File: src/rtl/tsched_pkg.sv
`timescale 1ns / 1ps

package tsched_pkg;

   localparam int MAX_TASKS = 64;
   localparam int IDX_W     = $clog2(MAX_TASKS);
   localparam int CNT_W     = $clog2(MAX_TASKS + 1);

   localparam int PRIO_W    = 7;
   localparam int BURST_W   = 8;
   localparam int SLICE_W   = 8;
   localparam int TIDX_W    = 6;
   localparam int POLICY_W  = 2;
   localparam int QUANTUM_W = 4;
   localparam int CSR_IDX_W = 1;
   localparam int CSR_DAT_W = 4;
   localparam int STAT_W    = PRIO_W + BURST_W;

   localparam logic OP_ADD  = 1'b0;
   localparam logic OP_STEP = 1'b1;

   localparam logic [POLICY_W-1:0] POL_FCFS = 2'd0;
   localparam logic [POLICY_W-1:0] POL_PRIO = 2'd1;
   localparam logic [POLICY_W-1:0] POL_RR   = 2'd2;
   localparam logic [POLICY_W-1:0] POL_SJF  = 2'd3;

   localparam logic [CSR_IDX_W-1:0] CSR_POLICY  = 1'd0;
   localparam logic [CSR_IDX_W-1:0] CSR_QUANTUM = 1'd1;

   localparam logic [QUANTUM_W-1:0] QUANTUM_RESET = 4'd2;

   typedef enum logic [1:0] {
      STAT_RUN    = 2'd0,
      STAT_ADDED  = 2'd1,
      STAT_FULL   = 2'd2,
      STAT_NOWORK = 2'd3
   } status_type;

   typedef struct packed {
      logic               found;
      logic [IDX_W-1:0]   idx;
      logic [BURST_W-1:0] rem;
   } best_type;

endpackage

File: src/rtl/tsched_if.sv
`timescale 1ns / 1ps

interface tsched_req_if import tsched_pkg::*; ();
   logic               valid;
   logic               ready;
   logic               operation;
   logic [PRIO_W-1:0]  task_priority;
   logic [BURST_W-1:0] task_burst;

   modport source (output valid, operation, task_priority, task_burst, input ready);
   modport sink   (input valid, operation, task_priority, task_burst, output ready);
endinterface

interface tsched_rsp_if import tsched_pkg::*; ();
   logic               valid;
   logic               ready;
   logic [1:0]         status;
   logic [TIDX_W-1:0]  task_index;
   logic [SLICE_W-1:0] slice_number;
   logic               task_finished;

   modport source (output valid, status, task_index, slice_number, task_finished,
                   input ready);
   modport sink   (input valid, status, task_index, slice_number, task_finished,
                   output ready);
endinterface

interface tsched_csr_if import tsched_pkg::*; ();
   logic                 valid;
   logic                 ready;
   logic [CSR_IDX_W-1:0] index;
   logic [CSR_DAT_W-1:0] data;

   modport source (output valid, index, data, input ready);
   modport sink   (input valid, index, data, output ready);
endinterface

File: src/rtl/tsched_ram.sv
`timescale 1ns / 1ps

module tsched_ram #(
   parameter int WIDTH = 8,
   parameter int DEPTH = 64
) (
   input  logic                     clock,
   input  logic                     we,
   input  logic [$clog2(DEPTH)-1:0] waddr,
   input  logic [WIDTH-1:0]         wdata,
   input  logic [$clog2(DEPTH)-1:0] raddr,
   output logic [WIDTH-1:0]         rdata
);

   logic [WIDTH-1:0] mem [DEPTH];
   logic [WIDTH-1:0] rdata_ff;

   always_ff @(posedge clock) begin
      if (we) begin
         mem[waddr] <= wdata;
      end
      rdata_ff <= mem[raddr];
   end

   assign rdata = rdata_ff;

endmodule

File: src/rtl/tsched_cmp.sv
`timescale 1ns / 1ps

module tsched_cmp import tsched_pkg::*; (
   input  logic               clock,
   input  logic               reset,
   input  logic               clear,
   input  logic               sample,
   input  logic [IDX_W-1:0]   idx,
   input  logic [BURST_W-1:0] key,
   input  logic [BURST_W-1:0] rem,
   output best_type           best
);

   logic               found_ff, found_in;
   logic [IDX_W-1:0]   idx_ff, idx_in;
   logic [BURST_W-1:0] key_ff, key_in;
   logic [BURST_W-1:0] rem_ff, rem_in;
   logic               take;

   assign take = sample && (rem != '0) && (!found_ff || (key < key_ff));

   always_comb begin
      found_in = found_ff;
      idx_in   = idx_ff;
      key_in   = key_ff;
      rem_in   = rem_ff;
      if (clear) begin
         found_in = 1'b0;
      end else if (take) begin
         found_in = 1'b1;
         idx_in   = idx;
         key_in   = key;
         rem_in   = rem;
      end
   end

   always_ff @(posedge clock) begin
      if (reset) begin
         found_ff <= 1'b0;
      end else begin
         found_ff <= found_in;
      end
      idx_ff <= idx_in;
      key_ff <= key_in;
      rem_ff <= rem_in;
   end

   assign best.found = found_ff;
   assign best.idx   = idx_ff;
   assign best.rem   = rem_ff;

endmodule

File: src/rtl/task_scheduler_fcfs_prio_rr_sjf.sv
`timescale 1ns / 1ps

// channel   dir  handshake      payload
// req_ch    in   valid/ready    operation, task_priority, task_burst
// rsp_ch    out  valid/ready    status, task_index, slice_number, task_finished
// csr_ch    in   valid/ready    index (0 policy_mode, 1 time_quantum), data
//
// Add: IDLE writes if not full, then EMIT. Continuing step: IDLE, CHK, EMIT.
// Step that picks a task: one comparator scans the table, one entry a cycle
// through the registered RAM read; when a task is running, its entry is
// checked first (ST_CHK) and the scan starts only if it cannot continue.
// Synchronous active-high reset; the task table needs no clearing pass.
// A new word is taken once the previous result sits in the output register.

module task_scheduler_fcfs_prio_rr_sjf import tsched_pkg::*; (
   input logic           clock,
   input logic           reset,
   tsched_req_if.sink    req_ch,
   tsched_rsp_if.source  rsp_ch,
   tsched_csr_if.sink    csr_ch
);

   typedef enum logic [1:0] {
      ST_IDLE,
      ST_CHK,
      ST_SCAN,
      ST_EMIT
   } state_type;

   state_type            state_ff, state_in;
   logic [POLICY_W-1:0]  policy_ff, policy_in;
   logic [QUANTUM_W-1:0] quantum_ff, quantum_in;
   logic [CNT_W-1:0]     count_ff, count_in;
   logic [IDX_W-1:0]     cur_ff, cur_in;
   logic                 cur_valid_ff, cur_valid_in;
   logic [SLICE_W-1:0]   slice_ff, slice_in;
   logic [CNT_W-1:0]     pos_ff, pos_in;
   logic [CNT_W-1:0]     issued_ff, issued_in;
   logic                 dv_ff, dv_in;
   logic [IDX_W-1:0]     dpos_ff, dpos_in;

   status_type           res_status_ff, res_status_in;
   logic [IDX_W-1:0]     res_idx_ff, res_idx_in;
   logic [SLICE_W-1:0]   res_slice_ff, res_slice_in;
   logic                 res_fin_ff, res_fin_in;

   logic                 rsp_valid_ff, rsp_valid_in;
   logic [1:0]           rsp_status_ff, rsp_status_in;
   logic [TIDX_W-1:0]    rsp_idx_ff, rsp_idx_in;
   logic [SLICE_W-1:0]   rsp_slice_ff, rsp_slice_in;
   logic                 rsp_fin_ff, rsp_fin_in;

   logic                 stat_we, rem_we;
   logic [IDX_W-1:0]     waddr, raddr;
   logic [STAT_W-1:0]    stat_wdata, stat_rdata;
   logic [BURST_W-1:0]   rem_wdata, rem_rdata;
   logic [PRIO_W-1:0]    rd_prio;
   logic [BURST_W-1:0]   rd_orig;
   logic [BURST_W-1:0]   cmp_key;
   logic                 cmp_clear;
   best_type             best;

   logic                 req_fire;
   logic                 csr_fire;
   logic [QUANTUM_W-1:0] q_eff;
   logic [CNT_W-1:0]     cur_next;
   logic [CNT_W-1:0]     start_pos;
   logic [CNT_W-1:0]     pos_next;

   assign req_ch.ready = (state_ff == ST_IDLE);
   assign csr_ch.ready = 1'b1;
   assign req_fire     = req_ch.valid && req_ch.ready;
   assign csr_fire     = csr_ch.valid && csr_ch.ready;

   assign rsp_ch.valid         = rsp_valid_ff;
   assign rsp_ch.status        = rsp_status_ff;
   assign rsp_ch.task_index    = rsp_idx_ff;
   assign rsp_ch.slice_number  = rsp_slice_ff;
   assign rsp_ch.task_finished = rsp_fin_ff;

   assign q_eff     = (quantum_ff == '0) ? QUANTUM_W'(1) : quantum_ff;
   assign cur_next  = CNT_W'(cur_ff) + CNT_W'(1);
   assign start_pos = (policy_ff == POL_RR && cur_valid_ff && cur_next != count_ff)
                      ? cur_next : '0;
   assign pos_next  = (pos_ff + CNT_W'(1) == count_ff) ? '0 : pos_ff + CNT_W'(1);

   assign rd_prio = stat_rdata[STAT_W-1 -: PRIO_W];
   assign rd_orig = stat_rdata[BURST_W-1:0];

   always_comb begin
      case (policy_ff)
         POL_PRIO: cmp_key = BURST_W'(rd_prio);
         POL_SJF:  cmp_key = rd_orig;
         default:  cmp_key = '0;
      endcase
   end

   tsched_ram #(.WIDTH(STAT_W), .DEPTH(MAX_TASKS)) u_stat_ram (
      .clock (clock),
      .we    (stat_we),
      .waddr (waddr),
      .wdata (stat_wdata),
      .raddr (raddr),
      .rdata (stat_rdata)
   );

   tsched_ram #(.WIDTH(BURST_W), .DEPTH(MAX_TASKS)) u_rem_ram (
      .clock (clock),
      .we    (rem_we),
      .waddr (waddr),
      .wdata (rem_wdata),
      .raddr (raddr),
      .rdata (rem_rdata)
   );

   tsched_cmp u_cmp (
      .clock  (clock),
      .reset  (reset),
      .clear  (cmp_clear),
      .sample (dv_ff),
      .idx    (dpos_ff),
      .key    (cmp_key),
      .rem    (rem_rdata),
      .best   (best)
   );

   always_comb begin
      logic begin_scan;
      begin_scan    = 1'b0;
      state_in      = state_ff;
      policy_in     = policy_ff;
      quantum_in    = quantum_ff;
      count_in      = count_ff;
      cur_in        = cur_ff;
      cur_valid_in  = cur_valid_ff;
      slice_in      = slice_ff;
      pos_in        = pos_ff;
      issued_in     = issued_ff;
      dv_in         = 1'b0;
      dpos_in       = dpos_ff;
      res_status_in = res_status_ff;
      res_idx_in    = res_idx_ff;
      res_slice_in  = res_slice_ff;
      res_fin_in    = res_fin_ff;
      rsp_valid_in  = rsp_valid_ff && !rsp_ch.ready;
      rsp_status_in = rsp_status_ff;
      rsp_idx_in    = rsp_idx_ff;
      rsp_slice_in  = rsp_slice_ff;
      rsp_fin_in    = rsp_fin_ff;
      stat_we       = 1'b0;
      rem_we        = 1'b0;
      waddr         = cur_ff;
      stat_wdata    = {req_ch.task_priority, req_ch.task_burst};
      rem_wdata     = req_ch.task_burst;
      raddr         = cur_ff;
      cmp_clear     = 1'b0;

      if (csr_fire) begin
         case (csr_ch.index)
            CSR_POLICY:  policy_in  = POLICY_W'(csr_ch.data);
            CSR_QUANTUM: quantum_in = csr_ch.data;
            default: ;
         endcase
      end

      case (state_ff)
         ST_IDLE: begin
            if (req_fire) begin
               if (req_ch.operation == OP_ADD) begin
                  res_slice_in = '0;
                  res_fin_in   = 1'b0;
                  if (count_ff == CNT_W'(MAX_TASKS)) begin
                     res_status_in = STAT_FULL;
                     res_idx_in    = '0;
                  end else begin
                     stat_we       = 1'b1;
                     rem_we        = 1'b1;
                     waddr         = count_ff[IDX_W-1:0];
                     res_status_in = STAT_ADDED;
                     res_idx_in    = count_ff[IDX_W-1:0];
                     count_in      = count_ff + CNT_W'(1);
                  end
                  state_in = ST_EMIT;
               end else if (cur_valid_ff) begin
                  state_in = ST_CHK;
               end else begin
                  begin_scan = 1'b1;
               end
            end
         end
         ST_CHK: begin
            if (rem_rdata != '0 &&
                !(policy_ff == POL_RR && slice_ff >= SLICE_W'(q_eff))) begin
               slice_in      = slice_ff + SLICE_W'(1);
               rem_we        = 1'b1;
               rem_wdata     = rem_rdata - BURST_W'(1);
               res_status_in = STAT_RUN;
               res_idx_in    = cur_ff;
               res_slice_in  = slice_ff + SLICE_W'(1);
               res_fin_in    = (rem_rdata == BURST_W'(1));
               state_in      = ST_EMIT;
            end else begin
               begin_scan = 1'b1;
            end
         end
         ST_SCAN: begin
            raddr = pos_ff[IDX_W-1:0];
            if (issued_ff != count_ff) begin
               pos_in    = pos_next;
               issued_in = issued_ff + CNT_W'(1);
               dv_in     = 1'b1;
               dpos_in   = pos_ff[IDX_W-1:0];
            end else if (!dv_ff) begin
               if (!best.found) begin
                  cur_valid_in  = 1'b0;
                  res_status_in = STAT_NOWORK;
                  res_idx_in    = '0;
                  res_slice_in  = '0;
                  res_fin_in    = 1'b0;
               end else begin
                  cur_in        = best.idx;
                  cur_valid_in  = 1'b1;
                  slice_in      = SLICE_W'(1);
                  rem_we        = 1'b1;
                  waddr         = best.idx;
                  rem_wdata     = best.rem - BURST_W'(1);
                  res_status_in = STAT_RUN;
                  res_idx_in    = best.idx;
                  res_slice_in  = SLICE_W'(1);
                  res_fin_in    = (best.rem == BURST_W'(1));
               end
               state_in = ST_EMIT;
            end
         end
         ST_EMIT: begin
            if (!rsp_valid_ff || rsp_ch.ready) begin
               rsp_valid_in  = 1'b1;
               rsp_status_in = res_status_ff;
               rsp_idx_in    = TIDX_W'(res_idx_ff);
               rsp_slice_in  = res_slice_ff;
               rsp_fin_in    = res_fin_ff;
               state_in      = ST_IDLE;
            end
         end
         default: state_in = ST_IDLE;
      endcase

      if (begin_scan) begin
         if (count_ff == '0) begin
            cur_valid_in  = 1'b0;
            res_status_in = STAT_NOWORK;
            res_idx_in    = '0;
            res_slice_in  = '0;
            res_fin_in    = 1'b0;
            state_in      = ST_EMIT;
         end else begin
            pos_in    = start_pos;
            issued_in = '0;
            cmp_clear = 1'b1;
            state_in  = ST_SCAN;
         end
      end
   end

   always_ff @(posedge clock) begin
      if (reset) begin
         state_ff     <= ST_IDLE;
         policy_ff    <= POL_FCFS;
         quantum_ff   <= QUANTUM_RESET;
         count_ff     <= '0;
         cur_ff       <= '0;
         cur_valid_ff <= 1'b0;
         slice_ff     <= '0;
         dv_ff        <= 1'b0;
         rsp_valid_ff <= 1'b0;
      end else begin
         state_ff     <= state_in;
         policy_ff    <= policy_in;
         quantum_ff   <= quantum_in;
         count_ff     <= count_in;
         cur_ff       <= cur_in;
         cur_valid_ff <= cur_valid_in;
         slice_ff     <= slice_in;
         dv_ff        <= dv_in;
         rsp_valid_ff <= rsp_valid_in;
      end
      pos_ff        <= pos_in;
      issued_ff     <= issued_in;
      dpos_ff       <= dpos_in;
      res_status_ff <= res_status_in;
      res_idx_ff    <= res_idx_in;
      res_slice_ff  <= res_slice_in;
      res_fin_ff    <= res_fin_in;
      rsp_status_ff <= rsp_status_in;
      rsp_idx_ff    <= rsp_idx_in;
      rsp_slice_ff  <= rsp_slice_in;
      rsp_fin_ff    <= rsp_fin_in;
   end

endmodule
File: src/flat_wrapper.sv
// flat-port wrapper written by rule: the top's interface ports become plain ports
module task_scheduler_fcfs_prio_rr_sjf_flat import tsched_pkg::*;
  (clock, reset, req_ch_valid, req_ch_operation, req_ch_task_priority, req_ch_task_burst, req_ch_ready, rsp_ch_valid, rsp_ch_status, rsp_ch_task_index, rsp_ch_slice_number, rsp_ch_task_finished, rsp_ch_ready, csr_ch_valid, csr_ch_index, csr_ch_data, csr_ch_ready);
  tsched_req_if req_ch_i ();
  tsched_rsp_if rsp_ch_i ();
  tsched_csr_if csr_ch_i ();
  input logic clock;
  input logic reset;
  input wire logic [$bits(req_ch_i.valid)-1:0] req_ch_valid;
  input wire logic [$bits(req_ch_i.operation)-1:0] req_ch_operation;
  input wire logic [$bits(req_ch_i.task_priority)-1:0] req_ch_task_priority;
  input wire logic [$bits(req_ch_i.task_burst)-1:0] req_ch_task_burst;
  output wire logic [$bits(req_ch_i.ready)-1:0] req_ch_ready;
  output wire logic [$bits(rsp_ch_i.valid)-1:0] rsp_ch_valid;
  output wire logic [$bits(rsp_ch_i.status)-1:0] rsp_ch_status;
  output wire logic [$bits(rsp_ch_i.task_index)-1:0] rsp_ch_task_index;
  output wire logic [$bits(rsp_ch_i.slice_number)-1:0] rsp_ch_slice_number;
  output wire logic [$bits(rsp_ch_i.task_finished)-1:0] rsp_ch_task_finished;
  input wire logic [$bits(rsp_ch_i.ready)-1:0] rsp_ch_ready;
  input wire logic [$bits(csr_ch_i.valid)-1:0] csr_ch_valid;
  input wire logic [$bits(csr_ch_i.index)-1:0] csr_ch_index;
  input wire logic [$bits(csr_ch_i.data)-1:0] csr_ch_data;
  output wire logic [$bits(csr_ch_i.ready)-1:0] csr_ch_ready;
  assign req_ch_i.valid = req_ch_valid;
  assign req_ch_i.operation = req_ch_operation;
  assign req_ch_i.task_priority = req_ch_task_priority;
  assign req_ch_i.task_burst = req_ch_task_burst;
  assign req_ch_ready = req_ch_i.ready;
  assign rsp_ch_valid = rsp_ch_i.valid;
  assign rsp_ch_status = rsp_ch_i.status;
  assign rsp_ch_task_index = rsp_ch_i.task_index;
  assign rsp_ch_slice_number = rsp_ch_i.slice_number;
  assign rsp_ch_task_finished = rsp_ch_i.task_finished;
  assign rsp_ch_i.ready = rsp_ch_ready;
  assign csr_ch_i.valid = csr_ch_valid;
  assign csr_ch_i.index = csr_ch_index;
  assign csr_ch_i.data = csr_ch_data;
  assign csr_ch_ready = csr_ch_i.ready;
  task_scheduler_fcfs_prio_rr_sjf u_core (.clock(clock), .reset(reset), .req_ch(req_ch_i), .rsp_ch(rsp_ch_i), .csr_ch(csr_ch_i));
endmodule
File: config.mk
export PLATFORM = sky130hd
export DESIGN_NAME = task_scheduler_fcfs_prio_rr_sjf_flat
export DESIGN_NICKNAME = d
export VERILOG_FILES = /design/src/rtl/tsched_pkg.sv /design/src/rtl/tsched_if.sv /design/src/rtl/tsched_ram.sv /design/src/rtl/tsched_cmp.sv /design/src/rtl/task_scheduler_fcfs_prio_rr_sjf.sv /design/src/flat_wrapper.sv
export SDC_FILE = /design/constraint.sdc
export NUM_CORES = 2
export LEC_CHECK = 0
export BUFFER_PORTS_ARGS = -buffer_cell sky130_fd_sc_hd__buf_2
export CELL_PAD_IN_SITES_DETAIL_PLACEMENT = 1
export CELL_PAD_IN_SITES_GLOBAL_PLACEMENT = 1
export CORE_AREA = 2 2 357 359
export DETAILED_ROUTE_END_ITERATION = 8
export DIE_AREA = 0 0 359 361
export PLACE_DENSITY = 0.74
export SYNTH_ARGS = -nofsm -noshare
export SYNTH_HDL_FRONTEND = slang
export SYNTH_HIERARCHICAL = 1
export SYNTH_SLANG_ARGS = --single-unit
File: constraint.sdc
create_clock -name clock -period 5.1 [get_ports clock]
set_input_delay 0.51 -clock clock [delete_from_list [all_inputs] [get_ports clock]]
set_output_delay 0.51 -clock clock [all_outputs]
set_load 0.01 [all_outputs]
==> impl_metrics.tcl <==
set metrics [dict create \
    hp-class "in2reg" \
    rr_worst_depth 10 \
    dr.pass1.iters 5 \
    synth-async-reset-ratio_pct 0 \
    crit_type "reg2reg" \
    wl_per_cell_um 31.8 \
    crit_start "u_core/state_ff[0]$_SDFFE_PP0P_" \
    required_ns 5.84 \
    overflow 0 \
    syn-cell-area_sq_mm 0.0636 \
    cp_max_fo 101 \
    critPathArrivalTime_ns 5.36 \
    met1_length_um 67200 \
    highest_layer "met4" \
    boundaryPins 46 \
    cts_sinks 1604 \
    cts_tree "built" \
    synth_cell_types 85 \
    routed_wl_um 168000 \
    chipHeight_um 361 \
    syn2layout_area_growth_pct 13.0 \
    setup_violations 0 \
    maxCapViolCount 0 \
    postCtsSetupBuffers 0 \
    numPortBuffers 44 \
    dp.cells 4964 \
    postSynthNetCount 3327 \
    synth_edf_count 1517 \
    rsz0062_at_grt "no" \
    synthCells 3274 \
    utilization_pct 57.3 \
    initial_core_util_pct 50.7 \
    stdcell_count 5272 \
    drc 0 \
    end_kind "flip-flop" \
    finClkSkew_ns 0.0393 \
    p_per_area_mw_per_mm2 492 \
    ys_warn_count 6 \
    grt_pass1_wl_um 248000 \
    fp.dieArea_sq_mm 0.130 \
    drt_iter0_drc 4012 \
    cts_root_buf "clkbuf_16" \
    nFillCells 10753 \
    drtAntennaViolNets 0 \
    start_kind "flip-flop" \
    synthFlopType "edfxtp_1" \
    clk_pin_slew_ns 0.06 \
    crit_end "u_core/u_stat_ram/rdata[6]$_DFF_P_" \
    die_w_um 359 \
    grt_usage_pct 26.2 \
    wl_met2_um 82100 \
    slew_headroom_pct 12.6 \
    hold_viol_final 0 \
    cts_made_buffers 161 \
    synth_area_per_cell_sq_um 19.4 \
    max_slew.worst_pin.slew_ns 1.31 \
    clk_latency_ns 0.81 \
    ys_ff_latch 1604 \
    core_area_sq_mm 0.125 \
    place_area_sq_mm 0.0665 \
    fin_crit_sh_pct 90.6 \
    fmax_mhz 216 \
    synth-seq-area-share_pct 74.4 \
    timing.rr.start "u_core/state_ff[0]$_SDFFE_PP0P_" \
    r2r_setup_slack_ns 0.48 \
    finalSetupTns_ns 0 \
    nets 3536 \
    min_period_ns 4.62 \
    viasPerCell 6.35 \
    cts_htree_levels 4 \
    antenna_found_initial 2 \
    fin_area_sq_mm 0.0718 \
    leakagePower_uw 0.0224 \
    final_max_slew_viol_count 0 \
    first_global_vias 35317 \
    via_count 33476 \
    drive_gt1_share_pct 25.2 \
    multi_input_area_sq_mm 0.0153 \
    status "completed" \
    vdd_drop_max_mv 0.440 \
    place_hpwl_um 104000 \
    clockBufferDepth 3 \
    regArea_sq_mm 0.0473 \
    num_rows 130 \
    grt_max_degree 102 \
    r2r-end "u_core/u_stat_ram/rdata[6]$_DFF_P_" \
    gp_congestion 0.894 \
    met3WireLength_um 13000 \
]
[through the flow]
step	total power, uW	hold slack, ns	worst slack (ns)
after detailed placement	23600	0.406	0.505
after CTS	35400	0.00382	0.592
final	35300	0.0752	0.481
after floorplan	20500	0.400	0.905
after global routing	36300	0.0589	0.255
after global placement	23300	0.402	0.738
[metal layers]
layer	global-route usage, %	vias up
met1	36.5	17702
met2	42.4	1656
met3	4.35	302
met4	9.04	0
li1	-	13816
met5	0	-
[where the power goes]
group          internal [uW]  switching (uW)
Combinational           2680            4950
Clock                   6800            5010
Sequential             15600             290
[area by class of cell]
type	instances	area share, %
sequential	1604	65.8
multi-input combinational	1451	21.3
clock buffer	199	5.97
tap	1650	2.87
timing repair buffer	227	2.47
clock inverter	101	1.35
inverter	38	0.199
antenna	2	0.00697
[what timing repair did]
action | 4_1_cts | 5_1_grt
gates resized for setup | 0 | 0
hold buffers | 6 | 0
endpoints found under the hold margin | 5 | 0
[flip-flops by register name (all words and copies together), names as in the netlist, 7 cells and up]
name                        cells
u_core/slice_ff                 8
u_core/u_rem_ram/mem          512
u_core/res_slice_ff             8
u_core/rsp_ch.slice_number      8
u_core/count_ff                 7
u_core/pos_ff                   7
u_core/u_cmp/key_ff             8
u_core/issued_ff                7
u_core/u_cmp/rem_ff             8
u_core/u_rem_ram/rdata          8
u_core/u_stat_ram/mem         960
u_core/u_stat_ram/rdata        15
[Yosys cell counts, drive strengths merged (5+ instances only)]
library cell	instances	area (sq um)
a2111oi	16	165
a211oi	6	45.0
a21o	20	150
a21oi	75	390
a221oi	12	118
a22o	14	123
a22oi	30	225
a31oi	19	125
and3	6	37.5
buf	100	636
clkbuf	81	305
dfxtp	87	1740
edfxtp	1517	45600
ha	27	338
inv	35	131
mux2	44	495
mux2i	68	681
mux4	364	8200
nand2	102	390
nand2b	20	125
nand3	64	343
nand3b	12	90.1
nand4	22	159
nor2	224	843
nor2b	30	188
nor3	19	95.1
nor3b	7	52.6
nor4	9	77.6
o211ai	5	37.5
o21ai	51	270
o221ai	23	201
o22ai	53	332
or2	11	68.8
or3	10	67.6
xnor2	32	280
xor2	21	184
[worst max-delay path, stage by stage, from the launching register on]
cell,delay (ns)
dfxtp_1,0.42
inv_1,0.10
ha_1,0.32
buf_4,0.24
mux2_8,0.79
buf_4,0.43
nand2b_1,0.49
o22ai_1,0.27
a2111oi_0,1.03
buf_4,0.25
a21o_1,0.10
[worst min path at each step]
stage | end | cells past startpoint | from | slack (ns)
floorplan | u_core/u_cmp/idx_ff[0]$_DFFE_PP_ | 0 | u_core/dpos_ff[0]$_DFFE_PP_ | 0.40
global placement | u_core/u_cmp/idx_ff[4]$_DFFE_PP_ | 0 | u_core/dpos_ff[4]$_DFFE_PP_ | 0.40
detailed placement | u_core/u_cmp/idx_ff[1]$_DFFE_PP_ | 0 | u_core/dpos_ff[1]$_DFFE_PP_ | 0.41
CTS | u_core/quantum_ff[2]$_SDFFE_PP0P_ | 3 | csr_ch_index | 0.004
global route | u_core/quantum_ff[0]$_SDFFE_PP0P_ | 3 | csr_ch_index | 0.06
finish | u_core/rsp_ch.valid$_SDFF_PP0_ | 4 | rsp_ch_ready | 0.08
[placed cells by master, fill, tap and decap left out, types with 31 or more instances in the layout]
master	netlist	routed
buf_4	24	164
o22ai_1	53	53
clkinv_1	3	45
mux2_2	44	40
inv_1	33	33
buf_2	51	44
o21ai_0	46	44
xnor2_1	32	32
nand3_1	61	61
nand2_1	101	101
mux4_2	364	364
mux2i_1	68	68
clkbuf_1	80	31
dfxtp_1	87	87
clkbuf_16	0	165
a21oi_1	73	73
nor2_1	223	223
edfxtp_1	1517	1517
[cell families after synthesis]
family                   Yosys count  share of synthesized area, %
flip-flops                      1604                          74.4
AND/OR/NAND/NOR                  547                          4.14
multiplexers                     476                          14.7
other                              1                       0.00590
buffers and inverters            219                          1.70
XOR/XNOR                          53                         0.730
AO/OA/AOI/OAI                    347                          3.75
adder cells (fa/ha/maj)           27                         0.531
Note: power is estimated with default switching activity, not from simulation.
